File: config.mk
export PLATFORM = sky130hd
export DESIGN_NAME = crc5_command_frame_builder_core
export DESIGN_NICKNAME = d
export VERILOG_FILES = /design/src/cfb_pkg.sv /design/src/cfb_front.sv /design/src/cfb_queue.sv /design/src/cfb_back.sv /design/src/crc5_command_frame_builder_core.sv
export SDC_FILE = /design/constraint.sdc
export NUM_CORES = 1
export LEC_CHECK = 0
export BUFFER_PORTS_ARGS = -buffer_cell sky130_fd_sc_hd__buf_4
export CORE_MARGIN = 1.5
export CORE_UTILIZATION = 59
export DETAILED_ROUTE_END_ITERATION = 10
export PLACE_DENSITY = 0.78
export SETUP_SLACK_MARGIN = 0.3
export SKIP_LAST_GASP = 1
export SYNTH_ARGS = -nofsm -noshare
export SYNTH_HDL_FRONTEND = slang
export SYNTH_SLANG_ARGS = --single-unit
File: constraint.sdc
create_clock -name clk -period 5.45 [get_ports clk]
set_input_delay 0.2725 -clock clk [delete_from_list [all_inputs] [get_ports clk]]
set_output_delay 0.2725 -clock clk [all_outputs]
set_load 0.01 [all_outputs]
File: src/cfb_pkg.sv
// Shared types, constants and the CRC5 byte update for the command frame builder.
package cfb_pkg;

	localparam int MaxFrameBytes = 32;
	localparam int QueueDepth = 4;
	localparam int QueueAw = 2;

	localparam logic [7:0] SyncFirst = 8'h55;
	localparam logic [7:0] SyncSecond = 8'hAA;
	localparam logic [4:0] CrcPreset = 5'h1F;
	localparam logic [4:0] CrcPoly = 5'h05;
	localparam logic [7:0] LenAdd = 8'd3;
	localparam logic [8:0] FrameOverhead = 9'd5;

	localparam logic CMD_START = 1'b0;
	localparam logic CMD_PAYLOAD = 1'b1;

	localparam logic [1:0] JOB_REJECT = 2'd0;
	localparam logic [1:0] JOB_HEAD = 2'd1;
	localparam logic [1:0] JOB_DATA = 2'd2;

	typedef struct packed {
		logic [1:0] kind;
		logic [7:0] first;
		logic [7:0] lenb;
		logic [4:0] crc;
		logic close;
	} job_t;

	function automatic logic [4:0] crc_feed(input logic [4:0] crc, input logic [7:0] b);
		logic [4:0] c;
		logic fb;
		c = crc;
		for (int i = 7; i >= 0; i--) begin
			fb = b[i] ^ c[4];
			c = {c[3:0], 1'b0} ^ (fb ? CrcPoly : 5'd0);
		end
		return c;
	endfunction

endpackage

File: src/cfb_front.sv
// Front part: accepts input items, tracks frame state and the CRC, and queues output jobs.
module cfb_front (
	input  logic clk,
	input  logic arst_n,
	input  logic accept,
	input  logic command,
	input  logic [7:0] header_byte,
	input  logic [4:0] payload_length,
	input  logic [7:0] data_byte,
	output logic push,
	output cfb_pkg::job_t job
);

	logic [4:0] crc_q;
	logic [4:0] bytes_left_q;
	logic in_frame_q;
	logic discarding_q;

	logic [7:0] lenb;
	logic oversize;
	logic [4:0] head_crc;
	logic [4:0] data_crc;
	logic [4:0] left_dec;

	assign lenb = {3'b000, payload_length} + cfb_pkg::LenAdd;
	assign oversize = ({4'b0000, payload_length} + cfb_pkg::FrameOverhead)
		> 9'(cfb_pkg::MaxFrameBytes);
	assign head_crc = cfb_pkg::crc_feed(cfb_pkg::crc_feed(cfb_pkg::CrcPreset, header_byte), lenb);
	assign data_crc = cfb_pkg::crc_feed(crc_q, data_byte);
	assign left_dec = 5'(bytes_left_q - 5'd1);

	always_comb begin
		push = 1'b0;
		job.kind = cfb_pkg::JOB_DATA;
		job.first = data_byte;
		job.lenb = lenb;
		job.crc = data_crc;
		job.close = (left_dec == 5'd0);
		if (accept) begin
			if (command == cfb_pkg::CMD_START) begin
				push = 1'b1;
				job.first = header_byte;
				if (oversize) begin
					job.kind = cfb_pkg::JOB_REJECT;
				end else begin
					job.kind = cfb_pkg::JOB_HEAD;
					job.crc = head_crc;
					job.close = (payload_length == 5'd0);
				end
			end else if (!discarding_q && in_frame_q) begin
				push = 1'b1;
			end
		end
	end

	always_ff @(posedge clk or negedge arst_n) begin
		if (!arst_n) begin
			crc_q <= cfb_pkg::CrcPreset;
			bytes_left_q <= 5'd0;
			in_frame_q <= 1'b0;
			discarding_q <= 1'b0;
		end else if (accept) begin
			if (command == cfb_pkg::CMD_START) begin
				bytes_left_q <= payload_length;
				if (oversize) begin
					in_frame_q <= 1'b0;
					discarding_q <= (payload_length != 5'd0);
				end else begin
					crc_q <= head_crc;
					in_frame_q <= (payload_length != 5'd0);
					discarding_q <= 1'b0;
				end
			end else if (discarding_q) begin
				bytes_left_q <= left_dec;
				if (left_dec == 5'd0) discarding_q <= 1'b0;
			end else if (in_frame_q) begin
				crc_q <= data_crc;
				bytes_left_q <= left_dec;
				if (left_dec == 5'd0) in_frame_q <= 1'b0;
			end
		end
	end

endmodule

File: src/cfb_queue.sv
// Short job queue between the front and back parts.
module cfb_queue (
	input  logic clk,
	input  logic arst_n,
	input  logic push,
	input  cfb_pkg::job_t push_job,
	input  logic pop,
	output cfb_pkg::job_t head,
	output logic empty,
	output logic full
);

	cfb_pkg::job_t mem_q [cfb_pkg::QueueDepth];
	logic [cfb_pkg::QueueAw-1:0] wr_ptr_q;
	logic [cfb_pkg::QueueAw-1:0] rd_ptr_q;
	logic [cfb_pkg::QueueAw:0] count_q;

	assign empty = (count_q == '0);
	assign full = (count_q == (cfb_pkg::QueueAw+1)'(cfb_pkg::QueueDepth));
	assign head = mem_q[rd_ptr_q];

	always_ff @(posedge clk) begin
		if (push) mem_q[wr_ptr_q] <= push_job;
	end

	always_ff @(posedge clk or negedge arst_n) begin
		if (!arst_n) begin
			wr_ptr_q <= '0;
			rd_ptr_q <= '0;
			count_q <= '0;
		end else begin
			if (push) wr_ptr_q <= wr_ptr_q + 1'b1;
			if (pop) rd_ptr_q <= rd_ptr_q + 1'b1;
			case ({push, pop})
				2'b10: count_q <= count_q + 1'b1;
				2'b01: count_q <= count_q - 1'b1;
				default: count_q <= count_q;
			endcase
		end
	end

endmodule

File: src/cfb_back.sv
// Back part: steps through the head job and presents one frame byte per item.
module cfb_back (
	input  logic clk,
	input  logic arst_n,
	input  cfb_pkg::job_t head,
	input  logic empty,
	output logic pop,
	output logic out_valid,
	input  logic out_stall,
	output logic [7:0] out_byte,
	output logic run_last,
	output logic frame_end,
	output logic rejected
);

	localparam logic [2:0] STEP_SYNC1 = 3'd0;
	localparam logic [2:0] STEP_SYNC2 = 3'd1;
	localparam logic [2:0] STEP_HDR = 3'd2;
	localparam logic [2:0] STEP_LEN = 3'd3;
	localparam logic [2:0] STEP_CRC = 3'd4;

	logic [2:0] step_q;
	logic take;

	assign out_valid = !empty;
	assign take = out_valid && !out_stall;
	assign pop = take && run_last;

	always_comb begin
		out_byte = 8'h00;
		run_last = 1'b0;
		frame_end = 1'b0;
		rejected = 1'b0;
		case (head.kind)
			cfb_pkg::JOB_REJECT: begin
				run_last = 1'b1;
				rejected = 1'b1;
			end
			cfb_pkg::JOB_HEAD: begin
				case (step_q)
					STEP_SYNC1: out_byte = cfb_pkg::SyncFirst;
					STEP_SYNC2: out_byte = cfb_pkg::SyncSecond;
					STEP_HDR: out_byte = head.first;
					STEP_LEN: begin
						out_byte = head.lenb;
						run_last = !head.close;
					end
					default: begin
						out_byte = {3'b000, head.crc};
						run_last = 1'b1;
						frame_end = 1'b1;
					end
				endcase
			end
			default: begin
				if (step_q == STEP_SYNC1) begin
					out_byte = head.first;
					run_last = !head.close;
				end else begin
					out_byte = {3'b000, head.crc};
					run_last = 1'b1;
					frame_end = 1'b1;
				end
			end
		endcase
	end

	always_ff @(posedge clk or negedge arst_n) begin
		if (!arst_n) begin
			step_q <= STEP_SYNC1;
		end else if (take) begin
			if (run_last) step_q <= STEP_SYNC1;
			else if (head.kind == cfb_pkg::JOB_HEAD && step_q == STEP_LEN) step_q <= STEP_CRC;
			else step_q <= step_q + 3'd1;
		end
	end

endmodule

File: src/crc5_command_frame_builder_core.sv
// Top level of the CRC5 command frame builder.
// Input channel (in_valid/in_stall): command 0 starts a frame with header_byte and
// payload_length, command 1 carries one payload byte in data_byte.
// Output channel (out_valid/out_stall): one frame byte per item in out_byte, with
// run_last on the last byte caused by an input item, frame_end on the CRC byte and
// rejected on the single zero byte that answers an oversized start.
// A start gives 0x55, 0xAA, header, payload_length + 3, and with no payload the CRC
// byte; each payload byte is passed through, the last one followed by the CRC byte.
// An item's job is registered in the job queue before its first byte is presented.
// Throughput: one input item per cycle while the job queue is not full; one output
// byte per cycle while out_stall is low. The front queues one job per start and per
// payload byte of an open frame in a four-entry job queue; a start job gives four or
// five output bytes, and in_stall rises only when the queue is full.
// Payload items with no open frame, and those of a rejected frame, are taken and
// give no output.
// Reset empties the queue, closes any frame and presets the CRC to all ones.
// When the receiver stalls, the current byte holds and the queue fills behind it.
module crc5_command_frame_builder_core (
	input  logic clk,
	input  logic arst_n,
	input  logic in_valid,
	output logic in_stall,
	input  logic command,
	input  logic [7:0] header_byte,
	input  logic [4:0] payload_length,
	input  logic [7:0] data_byte,
	output logic out_valid,
	input  logic out_stall,
	output logic [7:0] out_byte,
	output logic run_last,
	output logic frame_end,
	output logic rejected
);

	logic accept;
	logic push;
	logic pop;
	logic empty;
	logic full;
	cfb_pkg::job_t push_job;
	cfb_pkg::job_t head;

	assign in_stall = full;
	assign accept = in_valid && !in_stall;

	cfb_front u_front (
		.clk(clk),
		.arst_n(arst_n),
		.accept(accept),
		.command(command),
		.header_byte(header_byte),
		.payload_length(payload_length),
		.data_byte(data_byte),
		.push(push),
		.job(push_job)
	);

	cfb_queue u_queue (
		.clk(clk),
		.arst_n(arst_n),
		.push(push),
		.push_job(push_job),
		.pop(pop),
		.head(head),
		.empty(empty),
		.full(full)
	);

	cfb_back u_back (
		.clk(clk),
		.arst_n(arst_n),
		.head(head),
		.empty(empty),
		.pop(pop),
		.out_valid(out_valid),
		.out_stall(out_stall),
		.out_byte(out_byte),
		.run_last(run_last),
		.frame_end(frame_end),
		.rejected(rejected)
	);

endmodule

Word level (Yosys, flattened, before mapping) --
Memories as Yosys holds them, arrays and structs flattened. Cells that the tools add are included.
Storage, ports and cells: register bits 22, bits in writable memories 88, input port bits 26, memories 1
Operators by class: add/subtract/negate cells 8, $lt $le $gt $ge 1, equal/unequal tests 11, muxes and demuxes 63, bitwise operators 47, reduce and logical (&&, ||, !) cells 22
Memory list:
- u_queue.mem_q | depth 4, bits a word 22, read ports 1, clocked after Yosys merged registers in 0, wr ports 1, line cfb_queue.sv:13 | cfb_pkg::job_t mem_q [cfb_pkg::QueueDepth];
Operators with widths (count):
- bitwise XOR 5 bit | 23
- two-way mux 3 bit | 26
- two-way mux 5 bit | 7
- case mux 8 bit (4 select lines) | 1
- bitwise XOR 1 bit | 21
- two-way mux 10 bit | 2
- two-way mux 1 bit | 18
- two-way mux 6 bit | 3
- case mux 8 bit (2 select lines) | 1
- logical NOT 5 bit | 2
- > comparator 9 x 6 -> 1 bit (second input constant) | 1
- two-way mux 8 bit | 1
- adder 3 x 1 -> 3 bit (second input constant) | 2
- adder 5 x 2 -> 6 bit (second input constant) | 1
- adder 5 x 3 -> 6 bit (second input constant) | 1
- == test 3 x 2 -> 1 bit (second input constant) | 2
- logical NOT 3 bit | 2
- case mux 1 bit (2 select lines) | 3
- case mux 3 bit (2 select lines) | 1
- logical AND 1 bit | 5
- logical NOT 1 bit | 5
- nonzero test 5 bit | 1
- subtractor 5 x 1 -> 5 bit (second input constant) | 1
- adder 2 x 1 -> 2 bit (second input constant) | 2
- 16 further kinds | 20

Depth between registers and ports, before layout --
word-level depth 50, depth in mapped cells 13, mapped depth without buffers 12

By module --
A second synthesis with hierarchy kept.
Unflattened totals: cell total of the unflattened synthesis 393, area total of the unflattened synthesis 5928.2 um^2
By module, submodules not included:
- cfb_queue | instances 1, cells an instance 162, area an instance 3907.5 um^2, seq. area each 3057.9 um^2
- cfb_front | instances 1, cells an instance 164, area an instance 1505.2 um^2, seq. area each 306.5 um^2
- cfb_back | instances 1, cells an instance 66, area an instance 501.7 um^2, seq. area each 75.1 um^2
- crc5_command_frame_builder_core | instances 1, cells an instance 1, area an instance 13.8 um^2, seq. area each 0.0 um^2

Worst setup path before layout --
OpenSTA, ideal clock, no wires.
path type reg-to-reg, from reg u_back.step_q[0], to reg u_queue.count_q[2] in the netlist's numbering, setup time 0.080 ns, data arrival time 2.549 ns, path slack 2.821 ns, stages on the path, launching flop included 13, buffers on the path 0, period minus slack after synthesis 2.629 ns, cell sequence dfrtp_1 inv_1 ha_1 or3_1 a21oi_1 o32a_4 and2_4 ha_1 inv_1 fa_1 xor2_1 nor2_1 xnor2_1
Between the ends: longest elaborated chain between the ends 7
RTL lines:
- start, declared | line cfb_back.sv:22 | logic [2:0] step_q;
- start signal, assigned | line cfb_back.sv:74 | else step_q <= step_q + 3'd1;
- == test 3 x 1 -> 1 bit (tied with other cells) | line cfb_back.sv:40 | case (step_q)
- OR reduction 3 bit (no line)
- case mux 1 bit (2 select lines) | line cfb_back.sv:40
- case mux 1 bit (2 select lines) (*) | line cfb_back.sv:34 | case (head.kind)
- net run_last | line crc5_command_frame_builder_core.sv:30 | output logic run_last,
- logical AND 1 bit (*) | line cfb_back.sv:27 | assign pop = take && run_last;
- net pop | line crc5_command_frame_builder_core.sv:37 | logic pop;
- == test 2 x 1 -> 1 bit or == test 2 bit (tied branches) | line cfb_queue.sv:34 | case ({push, pop})
- case mux 3 bit (2 select lines) or nonzero test 2 bit (tied branches)
- end signal, assigned | line cfb_queue.sv:35 | 2'b10: count_q <= count_q + 1'b1;
- end signal, assigned | line cfb_queue.sv:36 | 2'b01: count_q <= count_q - 1'b1;
- end signal, assigned | line cfb_queue.sv:37 | default: count_q <= count_q;
- end, declared | line cfb_queue.sv:16 | logic [cfb_pkg::QueueAw:0] count_q;
Mark *: on every way through the listed nets, which the timed path passes. The rest lies on a longest branch. A chain may end at the register's enable or synchronous reset.

Worst setup path in the final report --
from reg u_queue.rd_ptr_q[0] in the netlist's numbering, to reg u_queue.count_q[2] in the netlist's numbering
Between the ends: longest elaborated chain between the ends 7
RTL lines:
- start, declared | line cfb_queue.sv:15 | logic [cfb_pkg::QueueAw-1:0] rd_ptr_q;
- start signal, assigned | line cfb_queue.sv:33 | if (pop) rd_ptr_q <= rd_ptr_q + 1'b1;
- memory read (4 x 22 bit) (*)
- logical NOT 1 bit | line cfb_back.sv:46, cfb_back.sv:58
- case mux 1 bit (2 select lines) or two-way mux 1 bit (tied branches) | line cfb_back.sv:40, cfb_back.sv:56
- case mux 1 bit (2 select lines) (*) | line cfb_back.sv:34
- logical AND 1 bit (*) | line cfb_back.sv:27
- net pop | line crc5_command_frame_builder_core.sv:37
- == test 2 x 1 -> 1 bit or == test 2 bit (tied branches) | line cfb_queue.sv:34
- case mux 3 bit (2 select lines) or nonzero test 2 bit (tied branches)
Marks and branches as above.

==> results.tsv <==
metric	value	unit
clock_path_buffers	2	
p_per_area	554	nW/um^2
synth_cell_types	52	
async_reset_ff_share	20.0	%
crit_fanout	18	
rsz0062_at_grt	no	
finalSetupViolations	0	
period_share	58.4	%
required	5.75	ns
worst_setup_path_start_kind	flip-flop	
path_cells	buf_4 -> mux4_2 -> nand2_4 -> o32a_4 -> and2_4 -> ha_1 -> inv_1 -> fa_1 -> xor2_1 -> nor2_1 -> xnor2_1	
synth.top_cell.area_share	48.1	%
ys.flop_type	edfxtp_1	
maxCapViolations	0	
num-fill-cells	640	
grt_pass1_vias	3293	
synth_area_per_cell	14.0	sq um
grt_pass1_wl	17700	um
vias	3286	
routed.top_layer	met4	
rows	35	
worst_path_largest_cell_delay	0.62	ns
clk_pin_slew_worst_paths	0.11	ns
critPathCaptureType	flip-flop	
power_leakage	0.00232	uW
start_util	60.1	%
cts_tree	built	
cpMaxStageDelayCell	mux4_2	
max-vdd-ir-drop	288	uV
core_area	9150	sq um
routed_wl	11100	um
cpLargestDelayFamily	multiplexers	
skew	0.0123	ns
antenna_cells	0	
synth_enable_flop_cells	88	
synth_top_cell_by_area	edfxtp_1	
max_slew_margin	23.4	%
cts.repair.resized	0	
area_delta_synth_final	10.7	%
wl_per_cell	20.3	um
place_area	5870	sq um
io_buffers	38	
postRouteAntennaNets	0	
die_y	99.5	um
hold_viol	0	
syn-num-nets	436	
antenna_found_initial	0	
fin_ws	2.27	ns
max_freq	0.314	GHz
cts_buffers	9	
htree_levels	3	
tightest_slew	1.15	ns
hold_path.class	in -> reg	
drc	0	
design_area	6090	sq um
met2_length	5340	um
cts.sinks	110	
post_cts_buffers	0	
synth_area	5500	sq um
layout_commonest_cell	edfxtp_1	
critical_path_class	reg -> reg	
synthCells	394	
drt_iter0_markers	345	
ctsHoldBuffers	1	
wl_met3	587	um
status	finished, final reports clean	
ys_seq_area_share	58.2	%
grt_max_degree	23	
place_congestion	0.854	
clk_latency	0.37	ns
final.min_clock_period	3.18	ns
first_pass_iters	4	
layout.nets	473	
pre_cts_ws	2.26	ns
grt_overflow	0	
fp.dieArea	9910	sq um
synth.area.top_cells	edfxtp_1, mux4_2, dfrtp_1	
ys_ff_latch	110	
hpwl	8090	um
final_cell_mix	edfxtp_1, nand2_1, buf_4, xnor2_1, mux4_2	
tns	0	ns
grt.total_usage	24.1	%
viasPerCell	6.01	
slew_viol_final	0	
holdWs	0.213	ns
root_buffer	clkbuf_8	
final_layout_size_suffix_gt1_share	21.6	%
cp.arrival	3.48	ns
ios	39	
worst-path-buf-inv	2	
wl_met1	4830	um
yosysWarningCount	0	
die_x	99.5	um
## routing by layer
| metal | vias up | track usage (%) |
|---|---|---|
| met2 | 119 | 37.5 |
| li1 | 1527 | - |
| met4 | 0 | 10.6 |
| met3 | 25 | 3.37 |
| met5 | - | 0 |
| met1 | 1615 | 34.7 |
## sequential cells by signal (all words and copies together), names as in the netlist
| name | count |
|---|---|
| u_back.step_q | 3 |
| u_front.bytes_left_q | 5 |
| u_front.crc_q | 5 |
| u_front.discarding_q | 1 |
| u_front.in_frame_q | 1 |
| u_queue.count_q | 3 |
| u_queue.mem_q | 88 |
| u_queue.rd_ptr_q | 2 |
| u_queue.wr_ptr_q | 2 |
## Yosys cell counts (2+ instances only)
master    count
dfrtp_1      17
o21ai_0      13
nor2_1       15
o21ai_1       2
o221ai_1      5
nor3b_1       2
edfxtp_1     88
mux2_2        3
or3_1         2
buf_2         4
ha_1         15
clkbuf_1      9
a21oi_1      17
inv_1        20
xnor3_1       7
nor3_1        2
xnor2_1      27
mux2i_1       9
mux4_2       22
xor2_1       10
nand2_1      47
o22ai_1       5
nand2b_1      4
dfstp_2       5
nand3_1       9
and2_1        5
a22o_1        2
o211ai_1      4
## final timing paths
check | startpoint | endpoint | slack [ns] | depth (start not counted)
setup / recovery | u_queue.rd_ptr_q[0] | u_queue.count_q[2] | 2.27 | 11
hold / removal | payload_length[0] | u_front.bytes_left_q[0] | 0.21 | 3
setup reg to reg | u_queue.rd_ptr_q[0] | u_queue.count_q[2] | 2.27 | 11
hold reg to reg | u_front.crc_q[2] | u_front.crc_q[2] | 0.52 | 2
max in group asynchronous | arst_n | u_front.crc_q[4] | 4.78 | 2
min in group asynchronous | arst_n | u_front.bytes_left_q[2] | 0.35 | 2
## power by group
part           leakage, uW  internal [uW]  switching, uW
Clock             0.000102            182            290
Sequential         0.00106           1220            115
Combinational      0.00115            692            879
Total              0.00232           2090           1290
## cells by family after synthesis
| group | synth area share (%) |
|---|---|
| AO/OA/AOI/OAI | 6.85 |
| multiplexers | 11.3 |
| AND/OR/NAND/NOR | 8.10 |
| adder cells (fa/ha/maj) | 3.78 |
| XOR/XNOR | 9.06 |
| flip-flops | 58.2 |
| buffers and inverters | 2.78 |
## worst min-delay path: cells and delay by family
kind	cells	cell delay, ns
buf+inv	1	0.12
compound gates	2	0.15
## area by class of cell
type / instances / area [sq um] / area share (%)
multi-input combinational: 247 / 2150 / 35.3
timing repair buffer: 41 / 310 / 5.10
clock buffer: 9 / 124 / 2.03
clock inverter: 7 / 83.8 / 1.38
sequential: 110 / 3200 / 52.6
inverter: 22 / 83.8 / 1.38
tap: 111 / 139 / 2.28
## stage by stage
| stage | std cells | utilization [%] | total power [uW] |
|---|---|---|---|
| after detailed placement | 530 | 64.1 | 2910 |
| after global placement | 530 | 64.1 | 2860 |
| after global routing | 547 | 66.5 | 3580 |
| final | 547 | 66.5 | 3370 |
| after CTS | 547 | 66.5 | 3400 |
| after floorplan | 394 | - | 2430 |
(Power assumes the default switching activity.)
